### src/rtl/core/tcw_pkg.sv
package tcw_pkg;

  // Screen geometry.
  localparam int unsigned COLUMNS = 80;
  localparam int unsigned ROWS    = 25;
  localparam int unsigned CELLS   = COLUMNS * ROWS;
  localparam int unsigned ADDR_W  = $clog2(CELLS);

  // Field widths.
  localparam int unsigned CELL_W  = 16;
  localparam int unsigned COL_W   = 7;
  localparam int unsigned ROW_W   = 5;
  localparam int unsigned CMD_W   = 3;
  localparam int unsigned CHAR_W  = 8;
  localparam int unsigned NUM_W   = 32;
  localparam int unsigned IDX_W   = 11;

  // Command codes.
  localparam logic [CMD_W-1:0] CMD_PUTC  = 3'd0;
  localparam logic [CMD_W-1:0] CMD_DEC   = 3'd1;
  localparam logic [CMD_W-1:0] CMD_HEX   = 3'd2;
  localparam logic [CMD_W-1:0] CMD_CLEAR = 3'd3;
  localparam logic [CMD_W-1:0] CMD_READ  = 3'd4;

  // Character constants.
  localparam logic [CHAR_W-1:0] CHAR_NEWLINE = 8'd10;
  localparam logic [CHAR_W-1:0] CHAR_MINUS   = 8'd45;
  localparam logic [CHAR_W-1:0] CHAR_DIGIT   = 8'd48;
  localparam logic [CHAR_W-1:0] CHAR_LETTER  = 8'd87;
  localparam logic [7:0]        ATTR_RESET   = 8'd15;

  // Highest digit position for each base.
  localparam logic [3:0] DEC_TOP = 4'd9;
  localparam logic [3:0] HEX_TOP = 4'd7;

  // Datapath operations issued by the controller.
  typedef enum logic [3:0] {
    OP_NONE,
    OP_LOAD,
    OP_MINUS,
    OP_DIGIT,
    OP_GLYPH,
    OP_SCR_RD,
    OP_SCR_WR,
    OP_ZERO,
    OP_RD,
    OP_CAPTURE,
    OP_RESULT
  } dp_op_e;

  typedef struct packed {
    dp_op_e op;
  } dp_cmd_t;

  typedef struct packed {
    logic minus_pending;
    logic num_done;
    logic digit_emit;
    logic need_scroll;
    logic copy_last;
    logic zero_last;
    logic clearing;
    logic out_blocked;
  } dp_status_t;

  // Powers of ten for the decimal digit positions.
  function automatic logic [NUM_W-1:0] pow10(input logic [3:0] k);
    logic [NUM_W-1:0] p;
    unique case (k)
      4'd0:    p = 32'd1;
      4'd1:    p = 32'd10;
      4'd2:    p = 32'd100;
      4'd3:    p = 32'd1000;
      4'd4:    p = 32'd10000;
      4'd5:    p = 32'd100000;
      4'd6:    p = 32'd1000000;
      4'd7:    p = 32'd10000000;
      4'd8:    p = 32'd100000000;
      4'd9:    p = 32'd1000000000;
      default: p = 32'd1;
    endcase
    return p;
  endfunction

endpackage

### src/rtl/core/tcw_ctrl.sv
module tcw_ctrl (
  input  logic                     clk_i,
  input  logic                     rst_ni,
  input  logic                     in_valid_i,
  output logic                     in_stall_o,
  input  logic [tcw_pkg::CMD_W-1:0] command_i,
  input  tcw_pkg::dp_status_t      status_i,
  output tcw_pkg::dp_cmd_t         cmd_o
);

  import tcw_pkg::*;

  typedef enum logic [10:0] {
    S_INIT    = 11'b000_0000_0001,
    S_IDLE    = 11'b000_0000_0010,
    S_DISP    = 11'b000_0000_0100,
    S_DIGIT   = 11'b000_0000_1000,
    S_GLYPH   = 11'b000_0001_0000,
    S_SCR_RD  = 11'b000_0010_0000,
    S_SCR_WR  = 11'b000_0100_0000,
    S_ZERO    = 11'b000_1000_0000,
    S_RD      = 11'b001_0000_0000,
    S_RD_WAIT = 11'b010_0000_0000,
    S_RESULT  = 11'b100_0000_0000
  } state_e;

  state_e state_q, state_d;

  assign in_stall_o = (state_q != S_IDLE);

  // Next state and datapath operation.
  always_comb begin
    state_d   = state_q;
    cmd_o.op  = OP_NONE;
    unique case (state_q)
      S_INIT: begin
        cmd_o.op = OP_ZERO;
        if (status_i.zero_last) state_d = S_IDLE;
      end
      S_IDLE: begin
        if (in_valid_i) begin
          cmd_o.op = OP_LOAD;
          unique case (command_i)
            CMD_PUTC:  state_d = S_GLYPH;
            CMD_DEC:   state_d = S_DISP;
            CMD_HEX:   state_d = S_DISP;
            CMD_CLEAR: state_d = S_ZERO;
            CMD_READ:  state_d = S_RD;
            default:   state_d = S_RESULT;
          endcase
        end
      end
      S_DISP: begin
        if (status_i.minus_pending) begin
          cmd_o.op = OP_MINUS;
          state_d  = S_GLYPH;
        end else if (!status_i.num_done) begin
          state_d = S_DIGIT;
        end else begin
          state_d = S_RESULT;
        end
      end
      S_DIGIT: begin
        cmd_o.op = OP_DIGIT;
        if (status_i.digit_emit) state_d = S_GLYPH;
      end
      S_GLYPH: begin
        cmd_o.op = OP_GLYPH;
        state_d  = status_i.need_scroll ? S_SCR_RD : S_DISP;
      end
      S_SCR_RD: begin
        cmd_o.op = OP_SCR_RD;
        state_d  = S_SCR_WR;
      end
      S_SCR_WR: begin
        cmd_o.op = OP_SCR_WR;
        state_d  = status_i.copy_last ? S_ZERO : S_SCR_RD;
      end
      S_ZERO: begin
        cmd_o.op = OP_ZERO;
        if (status_i.zero_last) state_d = status_i.clearing ? S_RESULT : S_DISP;
      end
      S_RD: begin
        cmd_o.op = OP_RD;
        state_d  = S_RD_WAIT;
      end
      S_RD_WAIT: begin
        cmd_o.op = OP_CAPTURE;
        state_d  = S_RESULT;
      end
      S_RESULT: begin
        if (!status_i.out_blocked) begin
          cmd_o.op = OP_RESULT;
          state_d  = S_IDLE;
        end
      end
      default: state_d = S_IDLE;
    endcase
  end

  always_ff @(posedge clk_i or negedge rst_ni) begin
    if (!rst_ni) begin
      state_q <= S_INIT;
    end else begin
      state_q <= state_d;
    end
  end

endmodule

### config.mk
export PLATFORM = sky130hd
export DESIGN_NAME = tcw_ctrl
export DESIGN_NICKNAME = d
export VERILOG_FILES = /design/src/rtl/core/tcw_pkg.sv /design/src/rtl/core/tcw_ctrl.sv
export SDC_FILE = /design/constraint.sdc
export NUM_CORES = 1
export LEC_CHECK = 0
export ABC_AREA = 1
export BUFFER_PORTS_ARGS = -buffer_cell sky130_fd_sc_hd__buf_2
export CORE_ASPECT_RATIO = 1.4
export CORE_UTILIZATION = 48
export CTS_CLUSTER_SIZE = 16
export DETAILED_ROUTE_END_ITERATION = 16
export PLACE_DENSITY = 0.81
export SYNTH_ARGS = -nofsm -noshare
export SYNTH_HDL_FRONTEND = slang
export SYNTH_SLANG_ARGS = --single-unit
### constraint.sdc
create_clock -name clk_i -period 1.5 [get_ports clk_i]
set_clock_uncertainty 0.2 [all_clocks]
set_input_delay 0.075 -clock clk_i [delete_from_list [all_inputs] [get_ports clk_i]]
set_output_delay 0.075 -clock clk_i [all_outputs]
set_load 0.05 [all_outputs]
==> flow_summary.yaml, run 1 <==
run_status:
  outcome: "aborted with a tool error"
  stop_stage: "global routing (5_1_grt)"
  firstError: "[ERROR GRT-0232] Routing congestion too high. Check the congestion heatmap in the GUI."
die:
  num_rows: 18
  die_x_um: 39.5
  boundaryPins: 19
  die_h_um: 54.5
  initial_core_util_pct: 52.4
placed_design:
  dp_hpwl_um: 2330
  gp_congestion: 0.846
  io_buffers: 18
  place_area_sq_um: 1330
  dp_worst_setup_slack_ns: -0.348
synth:
  syn-num-nets: 150
  yosysWarnings: 0
  synth_area_sq_um: 945
  synthDistinctLibCells: 26
  syn_area_per_cell_sq_um: 6.95
  ys_top_cells_by_count: "nand2_1 (24), inv_1 (22), nor2_1 (15), nand3_1 (12), dfrtp_1 (10)"
  async_reset_ff_share_pct: 100
  yosysSeqAreaShare_pct: 29.3
  synth_area_leaders: "dfrtp_1 (26%), nand2_1 (9.5%), inv_1 (8.7%)"
  synthDominantCellAreaShare_pct: 26.5
  ys_ff_latch: 11
  synth_edf_count: 0
  synth_ff_type: "dfrtp_1"
  synth.most_common_cell: "nand2_1"
  yosysTopAreaCell: "dfrtp_1"
  synth_cells: 136
sta:
  worstEndpointGrtRepair: "cmd_o[0]"
  worstEndpointType: "top-level output"
global_route:
  grt_max_degree: 12
  gr-total-overflow: 67
  grtUsageTotal_pct: 78.2
clocking:
  clockBufferDepth: 2
  cts_root_buffer: "clkbuf_4"
  htree_levels: 1
  clock_sinks: 11
  cts_buffers: 3
## layer usage
metal,GRT overflow,GRT usage (%)
met5,0,0
met4,15,90.2
met3,0,41.9
met2,52,105
met1,0,76.5
## logic make-up after synthesis
family          after synthesis  synth area share, %
flops                        11                 29.3
buf+inv                      24                 9.54
compound gates                9                 6.23
simple gates                 92                 55.0
## per-stage QoR
step | cells | hold slack [ns] | TNS [ns]
after floorplan | 136 | -0.421 | -1.35
after global placement | 200 | -0.243 | -2.12
after detailed placement | 200 | -0.236 | -2.82
after CTS | 217 | 0.00275 | -4.35
## what timing repair did
action                     in CTS
pin swaps                       6
hold buffers                    9
buffers inserted                4
gates resized for setup        17
hold endpoints to repair       15
setup endpoints to repair      14
==> run 2: changes to the inputs <==
--- a/config.mk
+++ b/config.mk
@@ -7,11 +7,10 @@
 export LEC_CHECK = 0
 export ABC_AREA = 1
 export BUFFER_PORTS_ARGS = -buffer_cell sky130_fd_sc_hd__buf_2
-export CORE_ASPECT_RATIO = 1.4
-export CORE_UTILIZATION = 48
-export CTS_CLUSTER_SIZE = 16
+export CORE_AREA = 2 2 63 65
 export DETAILED_ROUTE_END_ITERATION = 16
-export PLACE_DENSITY = 0.81
+export DIE_AREA = 0 0 65 67
+export PLACE_DENSITY_LB_ADDON = 0.15
 export SYNTH_ARGS = -nofsm -noshare
 export SYNTH_HDL_FRONTEND = slang
 export SYNTH_SLANG_ARGS = --single-unit
==> constraint.sdc (replaced) <==
create_clock -name clk_i -period 2 [get_ports clk_i]
set_clock_uncertainty 0.2 [all_clocks]
set_input_delay 0.1 -clock clk_i [delete_from_list [all_inputs] [get_ports clk_i]]
set_output_delay 0.1 -clock clk_i [all_outputs]
set_load 0.05 [all_outputs]
==> run 2 against run 1 <==
The flow now finishes without violations. Synthesized cell count unchanged. Area after synthesis unchanged.
==> flow_summary.yaml, run 2 <==
clocking:
  cts_buffers: 3
  htree_levels: 1
  clock_sinks: 11
  cts_root_buffer: "clkbuf_8"
  clockBufferDepth: 2
  cts_tree: "done"
  clock_latency_ns: 0.24
  clk_pin_slew_ns: 0.06
run_status:
  outcome: "finished, final reports clean"
synth:
  synth-xor-area-share_pct: 0
  syn-num-nets: 150
  syn_area_per_cell_sq_um: 6.95
  synth_area_leaders: "dfrtp_1 (26%), nand2_1 (9.5%), inv_1 (8.7%)"
  synth_top_family_by_area: "simple AND/OR/NAND/NOR gates"
  synthDistinctLibCells: 26
  synth_compound_area_share_pct: 6.23
  synth_ff_type: "dfrtp_1"
  synth_cells: 136
  synth.most_common_cell: "nand2_1"
  ys_top_cells_by_count: "nand2_1 (24), inv_1 (22), nor2_1 (15), nand3_1 (12), dfrtp_1 (10)"
  async_reset_ff_share_pct: 100
  yosysTopAreaCell: "dfrtp_1"
  yosys.area_share.adder_pct: 0
  synth_area_sq_um: 945
  synth_mux_area_share_pct: 0
  ys_ff_latch: 11
  synthSimpleGateAreaFrac_pct: 55.0
  synthDominantCellAreaShare_pct: 26.5
  synth_edf_count: 0
  yosysSeqAreaShare_pct: 29.3
  yosysWarnings: 0
die:
  initial_core_util_pct: 26.2
  die_x_um: 65
  die_h_um: 67
  core-area_sq_um: 3610
  dieArea_sq_um: 4360
  num_rows: 22
  boundaryPins: 19
power_and_ir_drop:
  powerDensity_nw_per_um2: 1280
  p_comb_share_pct: 68.4
  clock_power_share_pct: 13.8
  power.switching_mw: 0.896
  netSwitchingFraction_pct: 52.7
  power_frac_seq_pct: 17.9
  power.internal_mw: 0.804
  p_leak_nw: 0.666
  irDropWorstVdd_mv: 0.833
  power_mw: 1.70
sta:
  rsz0062_at_grt: "yes"
  setup_ws_ns: 0.000153
  finalMaxSlewViolations: 0
  finalCritPeriodShare_pct: 100
  period_minus_slack_ns: 2.00
  finalHoldViolCount: 0
  tightest_slew_ns: 0.277
  relSlewSlack_pct: 81.5
  fmax_mhz: 500
  setup_viol: 0
global_route:
  gr-total-overflow: 0
  grt_antenna_before_repair: 0
  grt_pass1_wl_um: 4510
  grt_pass1_vias: 1027
  grtUsageTotal_pct: 13.9
  grt_max_degree: 12
worst_setup_path:
  r2r_slack_ns: 0.13
  worstPathArrival_ns: 1.70
  r2r.worst_path.cells: 9
  max_stage_delay_ns: 0.42
  crit_start: "state_q[5]"
  setup.worst_path.start_class: "register"
  worst_setup_path_end_kind: "primary output"
  cp_data_required_time_ns: 1.70
  cp_max_fo: 6
  crit_end: "cmd_o[0]"
  slowest_stage: "dfrtp_1"
  crit_type: "reg2out"
  r2r-end: "state_q[7]"
  path_cells: "nor2_4, nand2_4, nor2_8, and2_4, nor2_2, o211ai_1, buf_4"
  regToRegStartpoint: "state_q[5]"
routing:
  firstDrtPassIters: 4
  ant_nets: 0
  remaining_drc_errors: 0
  drtIter0Drc: 40
  avgRoutedWirePerCell_um: 12.1
  via_per_inst: 4.59
  routed_wl_um: 2630
  dr_total_vias: 995
cells_and_area:
  largest_reg_flops: 11
  syn_to_final_growth_pct: 40.3
  fill_cells: 379
  reg_top3: "state_q: 11 flops"
  mostFrequentLayoutCell: "nand2_1"
  drive_gt1_share_pct: 36.7
  nets: 184
  antenna-diode-count: 0
  utilization_pct: 36.7
  top_register: "state_q"
  layout_common_cells: "nand2_1 (24), inv_1 (22), buf_2 (15)"
placed_design:
  dp_hpwl_um: 2150
  dp_worst_setup_slack_ns: 0.166
  gp_congestion: 0.812
  io_buffers: 18
job:
  maxCapViolCount: 0
hold_path:
  min_from: "status_i[1]"
  min_path_type: "in2reg"
## run 2: area by class of cell
cell class,instances,area [sq um],area share (%)
timing repair buffer,29,199,15.0
multi-input combinational,101,653,49.3
clock buffer,4,45.0,3.40
tap,48,60.1,4.53
inverter,24,90.1,6.80
sequential,11,278,21.0
## run 2: kinds of logic after synthesis
kind of cell,after synthesis
compound gates,9
simple gates,92
flops,11
buf+inv,24
## run 2: repair_timing
action                     4_1_cts  5_1_grt
hold buffers                     6        0
setup buffers                    3        2
resized for setup                6       11
hold endpoints to repair        14        0
setup endpoints to repair        3        4
cloned                           0        0
pin swaps                        3        6
## run 2: power by group through the flow
stage	Sequential, mW	Combinational (mW)	Clock, mW
final	0.304	1.16	0.234
after global routing	0.308	1.25	0.251
after CTS	0.297	1.12	0.237
after detailed placement	0.300	1.03	0
after global placement	0.298	1.04	0
after floorplan	0.294	0.840	0
## run 2: worst min path at each step
stage / cells past startpoint / slack, ns / to
after floorplan: 0 / -0.40 / state_q[10]
after global placement: 1 / -0.21 / state_q[1]
after detailed placement: 1 / -0.20 / state_q[1]
after CTS: 4 / 0.04 / state_q[8]
after global routing: 3 / 0.06 / state_q[10]
final: 4 / 0.03 / state_q[2]
## run 2: layer usage
layer | routed length [um] | track usage (%) | vias to the layer above
met5 | 0 | 0 | -
met1 | 1290 | 17.6 | 453
li1 | - | - | 506
met2 | 1130 | 23.1 | 28
met4 | 70 | 7.18 | 0
met3 | 141 | 1.86 | 8
## run 2: critical path: cells and delay by family, from the launching register on
family | cells | cell delay (ns)
AO/OA/AOI/OAI | 1 | 0.09
buffers and inverters | 1 | 0.23
flip-flops | 1 | 0.42
AND/OR/NAND/NOR | 5 | 0.72
## run 2: metrics by stage
stage | setup TNS [ns] | hold WS [ns] | area (sq um) | instances
floorplan | -0.0733 | -0.396 | 972 | 136
global placement | 0 | -0.206 | 1120 | 202
detailed placement | 0 | -0.202 | 1120 | 202
CTS | 0 | 0.0382 | 1270 | 215
global route | -0.115 | 0.0650 | 1330 | 217
finish | 0 | 0.0347 | 1330 | 217
(Power assumes the default switching activity.)
==> run 3: changes to the inputs <==
==> constraint.sdc (replaced) <==
create_clock -name clk_i -period 2 [get_ports clk_i]
set_clock_uncertainty 0.2 [all_clocks]
set_input_delay 0.4 -clock clk_i [delete_from_list [all_inputs] [get_ports clk_i]]
set_output_delay 0.4 -clock clk_i [all_outputs]
set_load 0.05 [all_outputs]
==> run 3 against run 2 <==
The flow now finishes with violations (setup timing). Count of clock-buffer cells in the layout unchanged. Sequential cell count is the same. Worst setup slack got worse by 0.25 ns. Via count is 8.4% higher. First-iteration DRC count is 20% lower. Clock power up 2%. Final area grew 18%. Final cell count grew 7.8%. Die area unchanged. Worst hold slack better by 0.11 ns. Fmax fell by 11%. Critical endpoint unchanged. Largest cell class unchanged.
==> flow_summary.yaml, run 3 (same netlist as run 2, synthesis figures left out) <==
global_route:
  grt_max_degree: 12
  grt_antenna_before_repair: 0
  grtUsageTotal_pct: 16.1
  gr-total-overflow: 0
  grt_pass1_wl_um: 5100
  grt_pass1_vias: 1156
run_status:
  outcome: "complete, but fails checks"
  violations: "setup timing"
cells_and_area:
  largest_reg_flops: 11
  top_register: "state_q"
  regArea_sq_um: 277
  layout_common_cells: "buf_4 (23), inv_1 (20), nand2_1 (19)"
  drive_gt1_share_pct: 52.7
  fill_cells: 375
  mostFrequentLayoutCell: "buf_4"
  multiInputGateArea_sq_um: 722
  reg_top3: "state_q: 11 flops"
  nets: 201
  antenna-diode-count: 0
  syn_to_final_growth_pct: 65.4
worst_setup_path:
  cp_data_required_time_ns: 1.40
  cp_max_fo: 3
  cp_top_family: "simple AND/OR/NAND/NOR gates"
  max_stage_delay_ns: 0.40
  setup.worst_path.start_class: "register"
  worst_setup_path_end_kind: "primary output"
  crit_type: "reg2out"
  crit_buf_inv: 2
  worstPathArrival_ns: 1.65
  path_cells: "nor2_2, nand2_4, nor2_8, buf_12, nand2_8, o211ai_1, buf_4"
  slowest_stage: "dfrtp_1"
job:
  maxCapViolCount: 0
routing:
  via_per_inst: 4.61
  routed_wl_um: 3120
  drtIter0Drc: 32
  remaining_drc_errors: 0
  firstDrtPassIters: 4
  dr_total_vias: 1079
  ant_nets: 0
  avgRoutedWirePerCell_um: 13.3
clocking:
  cts_tree: "done"
  clockBufferDepth: 2
  clock_sinks: 11
  cts_buffers: 3
  clk_pin_slew_ns: 0.05
  clock_latency_ns: 0.25
  htree_levels: 1
  cts_root_buffer: "clkbuf_8"
sta:
  rsz0062_at_grt: "yes"
  finalMaxSlewViolations: 0
  period_minus_slack_ns: 2.25
  setup_ws_ns: -0.246
  setup_viol: 5
  relSlewSlack_pct: 82.6
  finalCritPeriodShare_pct: 112
  tightest_slew_ns: 0.259
  fmax_mhz: 445
  finalHoldViolCount: 0
  holdWs_ns: 0.142
  fin_setup_tns_ns: -1.05
power_and_ir_drop:
  p_leak_nw: 0.800
  irDropWorstVdd_mv: 0.975
  powerDensity_nw_per_um2: 1400
die:
  initial_core_util_pct: 26.2
  die_h_um: 67
  boundaryPins: 19
  num_rows: 22
  core-area_sq_um: 3610
  dieArea_sq_um: 4360
  die_x_um: 65
hold_path:
  min_path_type: "in2reg"
placed_design:
  io_buffers: 18
  dp_hpwl_um: 2340
  gp_congestion: 0.896
[run 3: changes by cell type in the layout (fill, tap and decap cells not counted), sizes merged]
cell	delta
dlygate4sd3	-5
buf	+22
[run 3: worst register-to-register path, stage by stage, from the launching register on]
cell,delay [ns]
dfrtp_1,0.40
nor2_2,0.16
nand2_4,0.12
nor2_8,0.13
buf_12,0.13
nand2_8,0.05
buf_4,0.14
buf_6,0.11
buf_6,0.12
nand2_2,0.05
nor2_2,0.05
nand2_4,0.10
nand2_4,0.07
nor2_4,0.09
[run 3: final cells by class]
type	instances	share of cell area, %
clock buffers	4	2.88
inverters	24	5.76
multi-input cells	101	46.2
flip-flops and latches	11	17.7
well taps	48	3.84
repair buffers	46	23.6
[run 3: layer usage]
| metal | share of wire [%] | GRT usage (%) |
|---|---|---|
| met5 | 0 | 0 |
| met4 | 2.3 | 7.98 |
| met3 | 3.9 | 3.04 |
| met2 | 49 | 28.6 |
| met1 | 45 | 18.3 |
[run 3: metrics by stage]
step / area (sq um) / util [%] / power, mW / std cells / setup slack, ns
5_1_grt: 1560 / 43.3 / 2.31 / 234 / -0.328
3_3_place_gp: 1300 / 36.0 / 1.52 / 224 / -0.100
2_1_floorplan: 983 / - / 1.14 / 136 / -0.373
4_1_cts: 1490 / 41.3 / 2.03 / 233 / -0.262
3_5_place_dp: 1300 / 36.0 / 1.51 / 224 / -0.0752
6_report: 1560 / 43.3 / 2.19 / 234 / -0.246
[run 3: final timing paths]
check                             from          to  slack (ns)  cells past startpoint
max in group asynchronous       rst_ni  state_q[0]        0.97                      2
min in group asynchronous       rst_ni  state_q[1]        0.36                      2
max reg2reg                state_q[10]  state_q[2]        0.03                     13
max                        state_q[10]    cmd_o[0]       -0.25                      7
min reg2reg                 state_q[0]  state_q[0]        0.29                      2
min                        status_i[7]  state_q[3]        0.14                      2
[run 3: where the power goes]
group,switching [mW],internal (mW),leakage [nW]
sequential,0.0326,0.260,0.146
clock,0.0967,0.141,0.0228
combinational,0.949,0.712,0.631
[run 3: repair_timing]
| item | in CTS | in global routing |
|---|---|---|
| pin swaps | 6 | 11 |
| buffers inserted | 4 | 1 |
| endpoints found under the setup margin | 5 | 10 |
| resized for setup | 26 | 19 |
| hold buffers | 1 | 0 |
| endpoints found under the hold margin | 10 | 0 |
==> run 4: changes to the inputs <==
--- a/config.mk
+++ b/config.mk
@@ -10,6 +10,8 @@
 export CORE_AREA = 2 2 63 65
 export DETAILED_ROUTE_END_ITERATION = 16
 export DIE_AREA = 0 0 65 67
+export GPL_TIMING_DRIVEN = 0
+export MAX_ROUTING_LAYER = met4
 export PLACE_DENSITY_LB_ADDON = 0.15
 export SYNTH_ARGS = -nofsm -noshare
 export SYNTH_HDL_FRONTEND = slang
==> run 4 against run 3 <==
The flow still finishes with violations (setup timing). Worst hold slack improved by 0.0041 ns. Fmax decreased by 0.10%. Sequential power increased by 4%. Critical endpoint unchanged.
==> flow_summary.yaml, run 4 (same netlist as run 2, synthesis figures left out) <==
clocking:
  cts_root_buffer: "clkbuf_8"
  clock_latency_ns: 0.24
  htree_levels: 1
  clk_pin_slew_ns: 0.05
  clockBufferDepth: 2
  clock_sinks: 11
  cts_buffers: 3
  cts_tree: "done"
sta:
  setup_ws_ns: -0.249
  fmax_mhz: 445
  finalCritPeriodShare_pct: 112
  setup_viol: 5
  rsz0062_at_grt: "yes"
  period_minus_slack_ns: 2.25
  relSlewSlack_pct: 78.5
  tightest_slew_ns: 0.320
  finalMaxSlewViolations: 0
  finalHoldViolCount: 0
routing:
  dr_total_vias: 1022
  remaining_drc_errors: 0
  drtIter0Drc: 17
  via_per_inst: 4.62
  avgRoutedWirePerCell_um: 12.7
  routed_wl_um: 2810
  firstDrtPassIters: 4
  ant_nets: 0
job:
  maxCapViolCount: 0
placed_design:
  dp_hpwl_um: 2140
  io_buffers: 18
  gp_congestion: 0.821
cells_and_area:
  antenna-diode-count: 0
  drive_gt1_share_pct: 43.9
  mostFrequentLayoutCell: "nand2_1"
  syn_to_final_growth_pct: 52.2
  nets: 188
  utilization_pct: 39.9
  reg_top3: "state_q: 11 flops"
  largest_reg_flops: 11
  layout_common_cells: "nand2_1 (22), inv_1 (21), buf_2 (13)"
  top_register: "state_q"
  fill_cells: 379
die:
  die_x_um: 65
  initial_core_util_pct: 26.2
  num_rows: 22
  dieArea_sq_um: 4360
  core-area_sq_um: 3610
  die_h_um: 67
  boundaryPins: 19
power_and_ir_drop:
  irDropWorstVdd_mv: 0.780
  p_leak_nw: 0.729
  power_mw: 2.00
  powerDensity_nw_per_um2: 1390
worst_setup_path:
  cp_data_required_time_ns: 1.40
  cp_max_fo: 5
  max_stage_delay_ns: 0.39
  crit_type: "reg2out"
  slowest_stage: "dfrtp_1"
  path_cells: "nor2_2, nand2_4, nor2_8, buf_12, nand2_8, o211ai_1, buf_4"
  worst_setup_path_end_kind: "primary output"
  worstPathArrival_ns: 1.65
  setup.worst_path.start_class: "register"
global_route:
  grt_max_degree: 12
  grtUsageTotal_pct: 14.7
  grt_antenna_before_repair: 0
  grt_pass1_wl_um: 4620
  grt_pass1_vias: 989
  gr-total-overflow: 0
run_status:
  violations: "setup timing"
  outcome: "complete, but fails checks"
hold_path:
  min_path_type: "in2reg"
-- run 4: cell types whose count changed in the layout (fill, tap and decap cells not counted), sizes merged --
cell	delta
buf	-13
-- run 4: area by class of cell --
cell class | instances | area, sq um | share of cell area, %
timing repair buffer | 33 | 256 | 17.8
inverter | 24 | 90.1 | 6.27
tap | 48 | 60.1 | 4.18
multi-input combinational | 101 | 708 | 49.3
clock buffer | 4 | 45.0 | 3.13
sequential | 11 | 278 | 19.3
-- run 4: critical path: cells and delay by family, from the launching register on --
| family | cells | cell delay (ns) |
|---|---|---|
| flops | 1 | 0.39 |
| simple gates | 4 | 0.48 |
| buf+inv | 2 | 0.36 |
| compound gates | 1 | 0.17 |
-- run 4: where the power goes --
part,internal (mW),switching (mW)
logic,0.603,0.861
clock network,0.141,0.0951
registers,0.261,0.0433
-- run 4: what timing repair did --
| action | CTS | global route |
|---|---|---|
| pin swaps | 11 | 6 |
| endpoints found under the hold margin | 10 | 0 |
| buffers inserted | 7 | 7 |
| endpoints found under the setup margin | 5 | 5 |
| resized for setup | 25 | 10 |
| hold buffers | 1 | 0 |
-- run 4: worst paths after layout --
kind,startpoint,slack [ns],end,depth (start not counted)
setup / recovery,state_q[10],-0.25,cmd_o[0],7
hold / removal,status_i[6],0.15,state_q[3],2
setup reg to reg,state_q[10],0.13,state_q[10],12
hold reg to reg,state_q[0],0.30,state_q[0],2
max in group asynchronous,rst_ni,0.95,state_q[0],2
min in group asynchronous,rst_ni,0.38,state_q[1],2
-- run 4: metal layers --
metal  wire length, um  GRT usage, %  up-vias
met3                82          1.01        5
met5                 0             -        -
met1              1320          19.6      474
li1                  -             -      515
met4                60          6.38        0
met2              1350          22.8       28
-- run 4: metrics by stage --
stage | setup TNS [ns] | instances | instance area, sq um | hold slack [ns] | setup slack [ns]
2_1_floorplan | -0.397 | 136 | 983 | -0.0956 | -0.373
3_3_place_gp | -0.492 | 202 | 1130 | 0.0918 | -0.187
3_5_place_dp | -0.442 | 202 | 1130 | 0.0979 | -0.162
4_1_cts | -1.03 | 214 | 1350 | 0.148 | -0.269
5_1_grt | -1.30 | 221 | 1440 | 0.148 | -0.332
6_report | -0.924 | 221 | 1440 | 0.147 | -0.249
